**src/rtl/core/ias_pkg.sv**
```systemverilog
// ----------------------------------------------------------------------------
// ias_pkg
// Shared constants, types and port groups for the integer array sorter.
// ----------------------------------------------------------------------------
package ias_pkg;

   localparam int MAX_ITEMS   = 64;
   localparam int VALUE_WIDTH = 32;
   localparam int DATA_WIDTH  = 32;
   localparam int STORE_DEPTH = 64;

   localparam int ELEM_WIDTH  = (VALUE_WIDTH < DATA_WIDTH) ? VALUE_WIDTH : DATA_WIDTH;
   localparam int CAPACITY    = (MAX_ITEMS < STORE_DEPTH) ? MAX_ITEMS : STORE_DEPTH;
   localparam int ADDR_WIDTH  = $clog2(STORE_DEPTH);
   localparam int COUNT_WIDTH = ADDR_WIDTH + 1;
   localparam int RANGE_WIDTH = 2 * ADDR_WIDTH;

   typedef logic signed [ELEM_WIDTH-1:0] elem_type;
   typedef logic [ADDR_WIDTH-1:0]        addr_type;
   typedef logic [COUNT_WIDTH-1:0]       count_type;

   // One access slot on the element memory.
   typedef struct packed {
      logic     we;
      addr_type waddr;
      elem_type wdata;
      addr_type raddr;
   } mem_req_type;

   typedef struct packed {
      logic      start;
      count_type count;
   } sort_cmd_type;

endpackage

```
**src/rtl/core/integer_array_sort.sv**
```systemverilog
// ----------------------------------------------------------------------------
// integer_array_sort
// Batch sorter: collects signed values, sorts them and streams them out.
// ----------------------------------------------------------------------------
// Requests are written into a 64-entry element memory at one per cycle until
// a request marked last arrives; requests beyond capacity are dropped and the
// batch is flagged truncated. The batch is then sorted in place by a quicksort
// sequencer with a range stack in a second memory. All work goes through the
// single read and write port of the element memory, which comparisons,
// exchanges and the overhead of each partition share; sorting is slowest for
// adversarial orderings such as a batch of equal values. Results then leave
// one at a time: each is read from the element memory and offered only once
// the previous result has been taken. New requests are taken only between
// batches, but the next batch may start loading while the final result still
// waits on the output. No clearing pass is needed after reset.
module integer_array_sort (
   input  logic               clock,
   input  logic               reset,
   input  logic               req_valid,
   output logic               req_ready,
   input  logic signed [31:0] req_value,
   input  logic               req_last_item,
   output logic               rsp_valid,
   input  logic               rsp_ready,
   output logic signed [31:0] rsp_sorted_value,
   output logic               rsp_last_result,
   output logic               rsp_truncated
);

   localparam logic [2:0] P_LOAD    = 3'd0;
   localparam logic [2:0] P_START   = 3'd1;
   localparam logic [2:0] P_SORT    = 3'd2;
   localparam logic [2:0] P_EMIT_RD = 3'd3;
   localparam logic [2:0] P_EMIT_WT = 3'd4;

   localparam int AW = ias_pkg::ADDR_WIDTH;
   localparam int CW = ias_pkg::COUNT_WIDTH;
   localparam int DW = ias_pkg::DATA_WIDTH;
   localparam int EW = ias_pkg::ELEM_WIDTH;

   logic [2:0]            phase_ff, phase_in;
   ias_pkg::count_type    count_ff, count_in;
   logic                  ovf_ff, ovf_in;
   ias_pkg::addr_type     emit_ff, emit_in;
   logic                  rsp_valid_ff, rsp_valid_in;
   ias_pkg::elem_type     rsp_value_ff, rsp_value_in;
   logic                  rsp_last_ff, rsp_last_in;
   logic                  rsp_trunc_ff, rsp_trunc_in;

   logic                  req_accept;
   logic                  has_room;
   logic                  slot_free;
   logic                  emit_last;
   ias_pkg::sort_cmd_type sort_cmd;
   logic                  sort_done;
   ias_pkg::mem_req_type  sort_req;
   ias_pkg::mem_req_type  mem_req;
   ias_pkg::elem_type     mem_rdata;

   ias_ram #(
      .DEPTH(ias_pkg::STORE_DEPTH),
      .WIDTH(EW)
   ) u_elem_ram (
      .clock   (clock),
      .wr_en   (mem_req.we),
      .wr_addr (mem_req.waddr),
      .wr_data (mem_req.wdata),
      .rd_addr (mem_req.raddr),
      .rd_data (mem_rdata)
   );

   ias_qsort u_qsort (
      .clock     (clock),
      .reset     (reset),
      .sort_cmd  (sort_cmd),
      .sort_done (sort_done),
      .mem_req   (sort_req),
      .mem_rdata (mem_rdata)
   );

   assign req_ready  = (phase_ff == P_LOAD);
   assign req_accept = req_valid && req_ready;
   assign has_room   = (count_ff < CW'(ias_pkg::CAPACITY));
   assign slot_free  = !rsp_valid_ff || rsp_ready;
   assign emit_last  = ({1'b0, emit_ff} + CW'(1) == count_ff);

   assign sort_cmd.start = (phase_ff == P_START);
   assign sort_cmd.count = count_ff;

   always_comb begin
      mem_req = '0;
      unique case (phase_ff)
         P_LOAD: begin
            mem_req.we    = req_accept && has_room;
            mem_req.waddr = count_ff[AW-1:0];
            mem_req.wdata = req_value[EW-1:0];
         end
         P_START, P_SORT: begin
            mem_req = sort_req;
         end
         P_EMIT_RD, P_EMIT_WT: begin
            mem_req.raddr = emit_ff;
         end
         default: begin
            mem_req = '0;
         end
      endcase
   end

   always_comb begin
      phase_in     = phase_ff;
      count_in     = count_ff;
      ovf_in       = ovf_ff;
      emit_in      = emit_ff;
      rsp_valid_in = rsp_valid_ff && !rsp_ready;
      rsp_value_in = rsp_value_ff;
      rsp_last_in  = rsp_last_ff;
      rsp_trunc_in = rsp_trunc_ff;

      unique case (phase_ff)
         P_LOAD: begin
            if (req_accept) begin
               if (has_room) begin
                  count_in = count_ff + CW'(1);
               end else begin
                  ovf_in = 1'b1;
               end
               if (req_last_item) begin
                  phase_in = P_START;
               end
            end
         end
         P_START, P_SORT: begin
            if (sort_done) begin
               emit_in  = '0;
               phase_in = P_EMIT_RD;
            end else begin
               phase_in = P_SORT;
            end
         end
         P_EMIT_RD: begin
            phase_in = P_EMIT_WT;
         end
         P_EMIT_WT: begin
            if (slot_free) begin
               rsp_valid_in = 1'b1;
               rsp_value_in = mem_rdata;
               rsp_last_in  = emit_last;
               rsp_trunc_in = ovf_ff;
               if (emit_last) begin
                  count_in = '0;
                  ovf_in   = 1'b0;
                  phase_in = P_LOAD;
               end else begin
                  emit_in  = emit_ff + AW'(1);
                  phase_in = P_EMIT_RD;
               end
            end
         end
         default: begin
            phase_in = P_LOAD;
         end
      endcase
   end

   always_ff @(posedge clock) begin
      if (reset) begin
         phase_ff     <= P_LOAD;
         count_ff     <= '0;
         ovf_ff       <= 1'b0;
         rsp_valid_ff <= 1'b0;
      end else begin
         phase_ff     <= phase_in;
         count_ff     <= count_in;
         ovf_ff       <= ovf_in;
         rsp_valid_ff <= rsp_valid_in;
      end
   end

   always_ff @(posedge clock) begin
      emit_ff      <= emit_in;
      rsp_value_ff <= rsp_value_in;
      rsp_last_ff  <= rsp_last_in;
      rsp_trunc_ff <= rsp_trunc_in;
   end

   assign rsp_valid        = rsp_valid_ff;
   assign rsp_sorted_value = DW'(rsp_value_ff);
   assign rsp_last_result  = rsp_last_ff;
   assign rsp_truncated    = rsp_trunc_ff;

endmodule

```
**src/rtl/core/ias_ram.sv**
```systemverilog
// ----------------------------------------------------------------------------
// ias_ram
// Simple dual-port synchronous RAM, one write and one registered read port.
// ----------------------------------------------------------------------------
module ias_ram #(
   parameter int DEPTH = 64,
   parameter int WIDTH = 32
) (
   input  logic                     clock,
   input  logic                     wr_en,
   input  logic [$clog2(DEPTH)-1:0] wr_addr,
   input  logic [WIDTH-1:0]         wr_data,
   input  logic [$clog2(DEPTH)-1:0] rd_addr,
   output logic [WIDTH-1:0]         rd_data
);

   logic [WIDTH-1:0] mem [DEPTH];

   always_ff @(posedge clock) begin
      if (wr_en) begin
         mem[wr_addr] <= wr_data;
      end
   end

   always_ff @(posedge clock) begin
      rd_data <= mem[rd_addr];
   end

endmodule

```
**src/rtl/core/ias_qsort.sv**
```systemverilog
// ----------------------------------------------------------------------------
// ias_qsort
// In-place quicksort sequencer over the element memory, with a range stack.
// ----------------------------------------------------------------------------
module ias_qsort (
   input  logic                  clock,
   input  logic                  reset,
   input  ias_pkg::sort_cmd_type sort_cmd,
   output logic                  sort_done,
   output ias_pkg::mem_req_type  mem_req,
   input  ias_pkg::elem_type     mem_rdata
);

   localparam logic [3:0] S_IDLE = 4'd0;
   localparam logic [3:0] S_POP  = 4'd1;
   localparam logic [3:0] S_POPW = 4'd2;
   localparam logic [3:0] S_PIV  = 4'd3;
   localparam logic [3:0] S_CMP  = 4'd4;
   localparam logic [3:0] S_SWR  = 4'd5;
   localparam logic [3:0] S_SW2  = 4'd6;
   localparam logic [3:0] S_FIN1 = 4'd7;
   localparam logic [3:0] S_FIN2 = 4'd8;
   localparam logic [3:0] S_FIN3 = 4'd9;
   localparam logic [3:0] S_FIN4 = 4'd10;

   localparam int AW = ias_pkg::ADDR_WIDTH;
   localparam int CW = ias_pkg::COUNT_WIDTH;
   localparam int RW = ias_pkg::RANGE_WIDTH;

   logic [3:0]          state_ff, state_in;
   ias_pkg::count_type  sp_ff, sp_in;
   ias_pkg::addr_type   lo_ff, lo_in, hi_ff, hi_in, i_ff, i_in, k_ff, k_in;
   ias_pkg::elem_type   pivot_ff, pivot_in, ak_ff, ak_in;

   logic                stk_we;
   ias_pkg::addr_type   stk_waddr, stk_raddr;
   logic [RW-1:0]       stk_wdata, stk_rdata;

   logic                stk_room;

   ias_ram #(
      .DEPTH(ias_pkg::STORE_DEPTH),
      .WIDTH(RW)
   ) u_stack_ram (
      .clock   (clock),
      .wr_en   (stk_we),
      .wr_addr (stk_waddr),
      .wr_data (stk_wdata),
      .rd_addr (stk_raddr),
      .rd_data (stk_rdata)
   );

   assign stk_room = (sp_ff < CW'(ias_pkg::STORE_DEPTH));

   always_comb begin
      state_in  = state_ff;
      sp_in     = sp_ff;
      lo_in     = lo_ff;
      hi_in     = hi_ff;
      i_in      = i_ff;
      k_in      = k_ff;
      pivot_in  = pivot_ff;
      ak_in     = ak_ff;
      sort_done = 1'b0;
      mem_req   = '0;
      stk_we    = 1'b0;
      stk_waddr = sp_ff[AW-1:0];
      stk_wdata = '0;
      stk_raddr = '0;

      unique case (state_ff)
         S_IDLE: begin
            if (sort_cmd.start) begin
               if (sort_cmd.count < CW'(2)) begin
                  sort_done = 1'b1;
               end else begin
                  stk_we    = 1'b1;
                  stk_waddr = '0;
                  stk_wdata = {AW'(0), AW'(sort_cmd.count - CW'(1))};
                  sp_in     = CW'(1);
                  state_in  = S_POP;
               end
            end
         end
         S_POP: begin
            if (sp_ff == '0) begin
               sort_done = 1'b1;
               state_in  = S_IDLE;
            end else begin
               stk_raddr = AW'(sp_ff - CW'(1));
               sp_in     = sp_ff - CW'(1);
               state_in  = S_POPW;
            end
         end
         S_POPW: begin
            lo_in = stk_rdata[RW-1:AW];
            hi_in = stk_rdata[AW-1:0];
            if (stk_rdata[RW-1:AW] >= stk_rdata[AW-1:0]) begin
               state_in = S_POP;
            end else begin
               mem_req.raddr = stk_rdata[RW-1:AW];
               state_in      = S_PIV;
            end
         end
         S_PIV: begin
            // The pivot entry stays untouched until the final exchange.
            pivot_in      = mem_rdata;
            i_in          = lo_ff;
            k_in          = lo_ff + AW'(1);
            mem_req.raddr = lo_ff + AW'(1);
            state_in      = S_CMP;
         end
         S_CMP: begin
            ak_in = mem_rdata;
            if (mem_rdata <= pivot_ff) begin
               i_in          = i_ff + AW'(1);
               mem_req.raddr = i_ff + AW'(1);
               state_in      = S_SWR;
            end else if (k_ff == hi_ff) begin
               state_in = S_FIN1;
            end else begin
               k_in          = k_ff + AW'(1);
               mem_req.raddr = k_ff + AW'(1);
            end
         end
         S_SWR: begin
            mem_req.we    = 1'b1;
            mem_req.waddr = k_ff;
            mem_req.wdata = mem_rdata;
            state_in      = S_SW2;
         end
         S_SW2: begin
            mem_req.we    = 1'b1;
            mem_req.waddr = i_ff;
            mem_req.wdata = ak_ff;
            if (k_ff == hi_ff) begin
               state_in = S_FIN1;
            end else begin
               k_in          = k_ff + AW'(1);
               mem_req.raddr = k_ff + AW'(1);
               state_in      = S_CMP;
            end
         end
         S_FIN1: begin
            mem_req.raddr = i_ff;
            state_in      = S_FIN2;
         end
         S_FIN2: begin
            mem_req.we    = 1'b1;
            mem_req.waddr = lo_ff;
            mem_req.wdata = mem_rdata;
            state_in      = S_FIN3;
         end
         S_FIN3: begin
            mem_req.we    = 1'b1;
            mem_req.waddr = i_ff;
            mem_req.wdata = pivot_ff;
            // Right part first, so the left part is sorted next.
            if (({1'b0, i_ff} + CW'(1) < {1'b0, hi_ff}) && stk_room) begin
               stk_we    = 1'b1;
               stk_wdata = {i_ff + AW'(1), hi_ff};
               sp_in     = sp_ff + CW'(1);
            end
            state_in = S_FIN4;
         end
         S_FIN4: begin
            if (({1'b0, lo_ff} + CW'(1) < {1'b0, i_ff}) && stk_room) begin
               stk_we    = 1'b1;
               stk_wdata = {lo_ff, i_ff - AW'(1)};
               sp_in     = sp_ff + CW'(1);
            end
            state_in = S_POP;
         end
         default: begin
            state_in = S_IDLE;
         end
      endcase
   end

   always_ff @(posedge clock) begin
      if (reset) begin
         state_ff <= S_IDLE;
         sp_ff    <= '0;
      end else begin
         state_ff <= state_in;
         sp_ff    <= sp_in;
      end
   end

   always_ff @(posedge clock) begin
      lo_ff    <= lo_in;
      hi_ff    <= hi_in;
      i_ff     <= i_in;
      k_ff     <= k_in;
      pivot_ff <= pivot_in;
      ak_ff    <= ak_in;
   end

endmodule

```
**config.mk**
```make
export PLATFORM = sky130hd
export DESIGN_NAME = integer_array_sort
export DESIGN_NICKNAME = d
export VERILOG_FILES = /design/src/rtl/core/ias_pkg.sv /design/src/rtl/core/integer_array_sort.sv /design/src/rtl/core/ias_ram.sv /design/src/rtl/core/ias_qsort.sv
export SDC_FILE = /design/constraint.sdc
export NUM_CORES = 2
export LEC_CHECK = 0
export ABC_AREA = 1
export BUFFER_PORTS_ARGS = -buffer_cell sky130_fd_sc_hd__buf_4
export CAP_MARGIN = 20
export CELL_PAD_IN_SITES_DETAIL_PLACEMENT = 1
export CELL_PAD_IN_SITES_GLOBAL_PLACEMENT = 1
export CORE_MARGIN = 5
export CORE_UTILIZATION = 45
export CTS_BUF_LIST = sky130_fd_sc_hd__clkbuf_4 sky130_fd_sc_hd__clkbuf_8
export DETAILED_ROUTE_END_ITERATION = 16
export PLACE_DENSITY_LB_ADDON = 0.3
export SLEW_MARGIN = 10
export SYNTH_ARGS = -nofsm -noshare
export SYNTH_HDL_FRONTEND = slang
export SYNTH_HIERARCHICAL = 1
export SYNTH_SLANG_ARGS = --single-unit
```
**constraint.sdc**
```tcl
create_clock -name clock -period 6.7 [get_ports clock]
set_clock_uncertainty 0.05 [all_clocks]
set_input_delay 0.67 -clock clock [delete_from_list [all_inputs] [get_ports clock]]
set_output_delay 0.67 -clock clock [all_outputs]
set_load 0.1 [all_outputs]
```
After elaboration in Yosys (flattened, before gate mapping)
Memories as Yosys holds them, arrays and structs flattened. A register that Yosys moved wholly into a read port is not among the register bits. Index checks and enable logic that the tools add are counted.

Flip-flop bits (word level): 151. Bits in writable memories: 2816. Input port bits: 37. Word-level logic and storage cells: 167. Memories: 2.

Add/sub/neg operators: 12. Order comparisons: 7. Eq/ne operators: 32. Muxes and demuxes: 71. Reduce and logical (&&, ||, !) cells: 27.

Memory list: u_elem_ram.mem (depth 64, width 32, rd ports 1, clocked after memory_dff 1, wr ports 1, line ias_ram.sv:17) `logic [WIDTH-1:0] mem [DEPTH];`; u_qsort.u_stack_ram.mem (depth 64, width 12, rd ports 1, clocked after memory_dff 1, wr ports 1, line ias_ram.sv:17).

Operators by type and width (count): 39-bit one-hot mux with 4 select lines (1); 6-bit two-way mux (15); 39-bit one-hot mux with 2 select lines (1); 7-bit two-way mux (9); 4-bit one-hot mux with 11 select lines (1); 12-bit two-way mux (3); 12-bit one-hot mux with 3 select lines (1); 6-bit one-hot mux with 2 select lines (3); 32-bit less-or-equal comparator (1); 6-bit one-hot mux with 5 select lines (1); 7-bit one-hot mux with 4 select lines (1); 6-bit by 1-bit adder with 6-bit output (second input constant) (4); 6-bit by 1-bit adder with 7-bit output (second input constant) (3); 1-bit two-way mux (18); 2-bit inequality test (second input constant) (9); 6-bit one-hot mux with 3 select lines (1); 4-bit by 3-bit == test with 1-bit output (second input constant) (4); 4-bit two-way mux (4); 7-bit by 1-bit adder with 7-bit output (second input constant) (2); 7-bit by 6-bit < comparator with 1-bit output (2); 7-bit < comparator (second input constant) (2); 7-bit one-hot mux with 2 select lines (1); 4-bit == test (second input constant) (3); 2-bit by 1-bit inequality test with 1-bit output (second input constant) (6); 32 further kinds (53).

Logic depth before layout (Yosys ltp)
Word-level depth: 7. Depth in mapped cells: 33. Gate-level depth less buffers: 29.

Hierarchy
Netlist, hierarchy kept.

By module, submodules not included: ias_ram at u_elem_ram (times used 1, cells each 6769, area each 82739.4 µm², sequential area each 62139.6 µm²); ias_ram at u_qsort.u_stack_ram (times used 1, cells each 2661, area each 31675.4 µm², sequential area each 23302.3 µm²); ias_qsort (times used 1, cells each 773, area each 6591.3 µm², sequential area each 2862.7 µm²); integer_array_sort (times used 1, cells each 266, area each 2603.7 µm², sequential area each 1441.4 µm²).

Worst setup path before layout
No wires, ideal clock.

Path kind: reg-to-reg. Start: reg u_qsort.state_ff[1]. End: mem u_elem_ram.mem[48][0] (enable). Library setup time: 503 ps. Data arrival time: 4857 ps. Setup slack: 1290 ps. Stages on the path, launching flop included: 13. Clock period less this slack: 5410 ps. Cells stage by stage: dfxtp_1 > inv_2 > nor2_2 > inv_2 > nor2_4 > buf_2 > nor2_1 > nand2_1 > nand2_1 > nand2_1 > clkbuf_1 > nand4_1 > nor4_1.

RTL lines: from (decl) (line ias_qsort.sv:30) `logic [3:0] state_ff, state_in;`; from (signal assigned) (line ias_qsort.sv:185) `state_ff <= state_in;`; to (decl) (line ias_ram.sv:17).

==> results.yml <==
setup_path:
  cp_common_cell: "nand2_1"
  worstSetupStartpointType: "register"
  max_stage_delay_ps: 720
  crit_path_end_kind: "register"
  critPathSlowestCell: "dfxtp_1"
  cp_max_fo: 122
  crit_arrival_ps: 7090
  path_buf_inv: 4
  path_cells: "inv_1 -> ha_1 -> nand4_1 -> nor2_1 -> nand2_1 -> nand3_2 -> nand2_2 -> o211ai_1 -> nand2_1 -> o21ai_4 -> inv_16 -> buf_12 -> buf_4 -> nand2_1 -> nand3_1 -> nand3_1 -> nand3_1 -> nand3_1 -> nand2_1 -> nand2_1 -> nand2_1"
  required_ps: 7620
  crit_family: "simple AND/OR/NAND/NOR gates"
  critPathKind: "reg -> reg"
yosys:
  synth-seq-cells: 3011
  synth_seq_area_share: 0.726
  synth_area_leader_cell: "edfxtp_1"
  synthFlopType: "edfxtp_1"
  synth.net_count: 10600
  ys_types: 52
  yosys_warnings: 6
  synth.avg_cell_area_um2: 11.8
  async_flop_share: 0
  netlist_instances: 10500
  synthDominantCellAreaShare: 0.715
  syn-cell-area_um2: 124000
  ys_top_cells_by_count: "nand2_1 (3,465), edfxtp_1 (2,944), nand3_1 (2,598)"
  synth-edff-count: 2944
  yosys-top-cells-area: "edfxtp_1 (72%), nand2_1 (11%), nand3_1 (11%), buf_2 (1.5%), dfxtp_1 (1.1%)"
  yosysMostFrequentCell: "nand2_1"
cts:
  cts_buffer_depth: 4
  cts_resized: 0
  cts_setup_buffers: 0
  clkTransAtPathRegs_ps: 60
  cts.sinks: 3011
  cts_hold_buf: 6
  clk_latency_ps: 1160
  ctsHtreeMaxLevel: 6
  cts_tree: "yes"
  clk_root_buffer_cell: "clkbuf_8"
  cts_inserted_buffers: 520
floorplan:
  core_area_um2: 274000
  ios: 73
  die_w_um: 534
  die_area_um2: 285000
  dieHeight_um: 534
  row_count: 192
  start_util: 0.452
sta:
  maxSlewViolCount: 0
  hold_violations: 0
  fmax_ghz: 0.162
  setup_viol: 0
  fin_crit_sh: 0.921
  fin_hold_ws_ps: 235
  max_slew_margin: 0.162
  fin_ws_ps: 531
  rsz0062_at_grt: "false"
  tightest_slew_ps: 1260
  finalSetupTns_ps: 0
  fin_crit_ps: 6170
routing:
  vias: 87600
  wl_per_cell_um: 27.6
  drc: 0
  drt_iter0_markers: 9162
  ant_nets: 0
  firstDrtPassIters: 6
  viasPerCell: 5.92
  wl_um: 409000
cells_and_area:
  post-route-cell-area_um2: 140000
  nFillCells: 28300
  drive_gt1_frac: 0.134
  fin_cells: 14800
  final_nets: 10900
  syn_to_final_growth_pct: 13.4
global_route:
  grt.overflow.total: 0
  grt_max_degree: 219
  grt_usage: 0.279
  grt_pass1_vias: 90600
  grt_pass1_wl_um: 599000
  antenna_found_initial: 15
min_path:
  hold_class: "in -> reg"
flow_run:
  cap_violations: 0
placement:
  dp_hpwl_um: 237000
  pre_cts_ws_ps: 779
  placed_cells: 13900
  place_area_um2: 130000
  numPortBuffers: 72
  gp_congestion: 0.876
power_and_ir_drop:
  swShare: 0.233
  p_int_mw: 30.3
  powerDensity_nw_per_um2: 282
  share_seq_of_total_power: 0.533
  ir_drop_mv: 0.210
  p_sw_mw: 9.24
  power_frac_clock: 0.425
  combPwrFrac: 0.042
  power_leakage_nw: 49.6
run_status:
  status: "finished clean"
layout by cell type, fill, tap and decap left out, types with 34 or more instances in the layout:
cell	instances
nand2_1	3465
edfxtp_1	2944
nand3_1	2598
clkbuf_8	544
buf_4	403
clkbuf_4	199
inv_1	149
nor2_1	129
clkinv_1	86
nor2_4	74
dfxtp_1	67
ha_1	57
buf_12	53
a21oi_1	43
o211ai_1	35
nand4_1	34
power by group through the flow:
stage / clock network [mW] / logic, mW / registers (mW)
floorplan: 0 / 0.756 / 21.4
global route: 18.1 / 1.74 / 21.1
global placement: 0 / 1.57 / 21.5
finish: 16.8 / 1.67 / 21.1
detailed placement: 0 / 1.63 / 21.5
CTS: 17.1 / 1.64 / 21.1
layout make-up:
| class | instances | area, um2 | area share |
|---|---|---|---|
| Antenna cell | 8 | 20.0 | 0.000143 |
| Sequential cell | 3011 | 89700 | 0.640 |
| Clock inverter | 179 | 1370 | 0.00974 |
| Inverter | 179 | 738 | 0.00526 |
| Timing Repair Buffer | 465 | 4220 | 0.0301 |
| Tap cell | 3589 | 4490 | 0.0320 |
| Multi-Input combinational cell | 6636 | 30700 | 0.219 |
| Clock buffer | 743 | 8980 | 0.0640 |
per-stage QoR:
step                      total power, mW  utilization
after CTS                            39.8        0.512
final                                39.6        0.513
after detailed placement             23.1        0.474
after global placement               23.1        0.474
after global routing                 40.9        0.512
after floorplan                      22.2            -
registers in the layout (all words and copies together), names as in the netlist:
| signal | cells |
|---|---|
| u_elem_ram/mem | 2048 |
| u_qsort/u_stack_ram/mem | 768 |
| rsp_sorted_value | 32 |
| u_elem_ram/rd_data | 32 |
| u_qsort/ak_ff | 32 |
| u_qsort/pivot_ff | 32 |
| u_qsort/u_stack_ram/rd_data | 12 |
| count_ff | 7 |
| u_qsort/sp_ff | 7 |
| emit_ff | 6 |
| u_qsort/hi_ff | 6 |
| u_qsort/i_ff | 6 |
| u_qsort/k_ff | 6 |
| u_qsort/lo_ff | 6 |
| u_qsort/state_ff | 4 |
| phase_ff | 3 |
| ovf_ff | 1 |
| rsp_last_result | 1 |
| rsp_truncated | 1 |
| rsp_valid | 1 |
path summary, 6_finish.rpt:
kind                            cells past startpoint                                    from  slack, ps                               end
worst min register to register                      0  u_qsort/u_stack_ram/rd_data[4]$_DFF_P_        390        u_qsort/hi_ff[4]$_DFFE_PP_
worst max register to register                     21           u_elem_ram/rd_data[0]$_DFF_P_        530     u_elem_ram/rd_data[9]$_DFF_P_
worst min-delay path                                2                           req_value[26]        230  u_elem_ram/mem[56][26]$_DFFE_PP_
worst max-delay path                               21           u_elem_ram/rd_data[0]$_DFF_P_        530     u_elem_ram/rd_data[9]$_DFF_P_
cell families after synthesis:
family / share of synthesized area
AND/OR/NAND/NOR: 0.222
buffers and inverters: 0.0336
flip-flops: 0.726
XOR/XNOR: 0.00142
adder cells (fa/ha/maj): 0.00577
AO/OA/AOI/OAI: 0.0107
layer usage:
layer,up-vias,global-route usage,wire (um)
met4,2,0.130,20800
met3,911,0.0413,32200
met2,3976,0.459,195000
li1,37800,-,-
met5,-,0,12
met1,44900,0.367,161000
(Power assumes the default switching activity.)
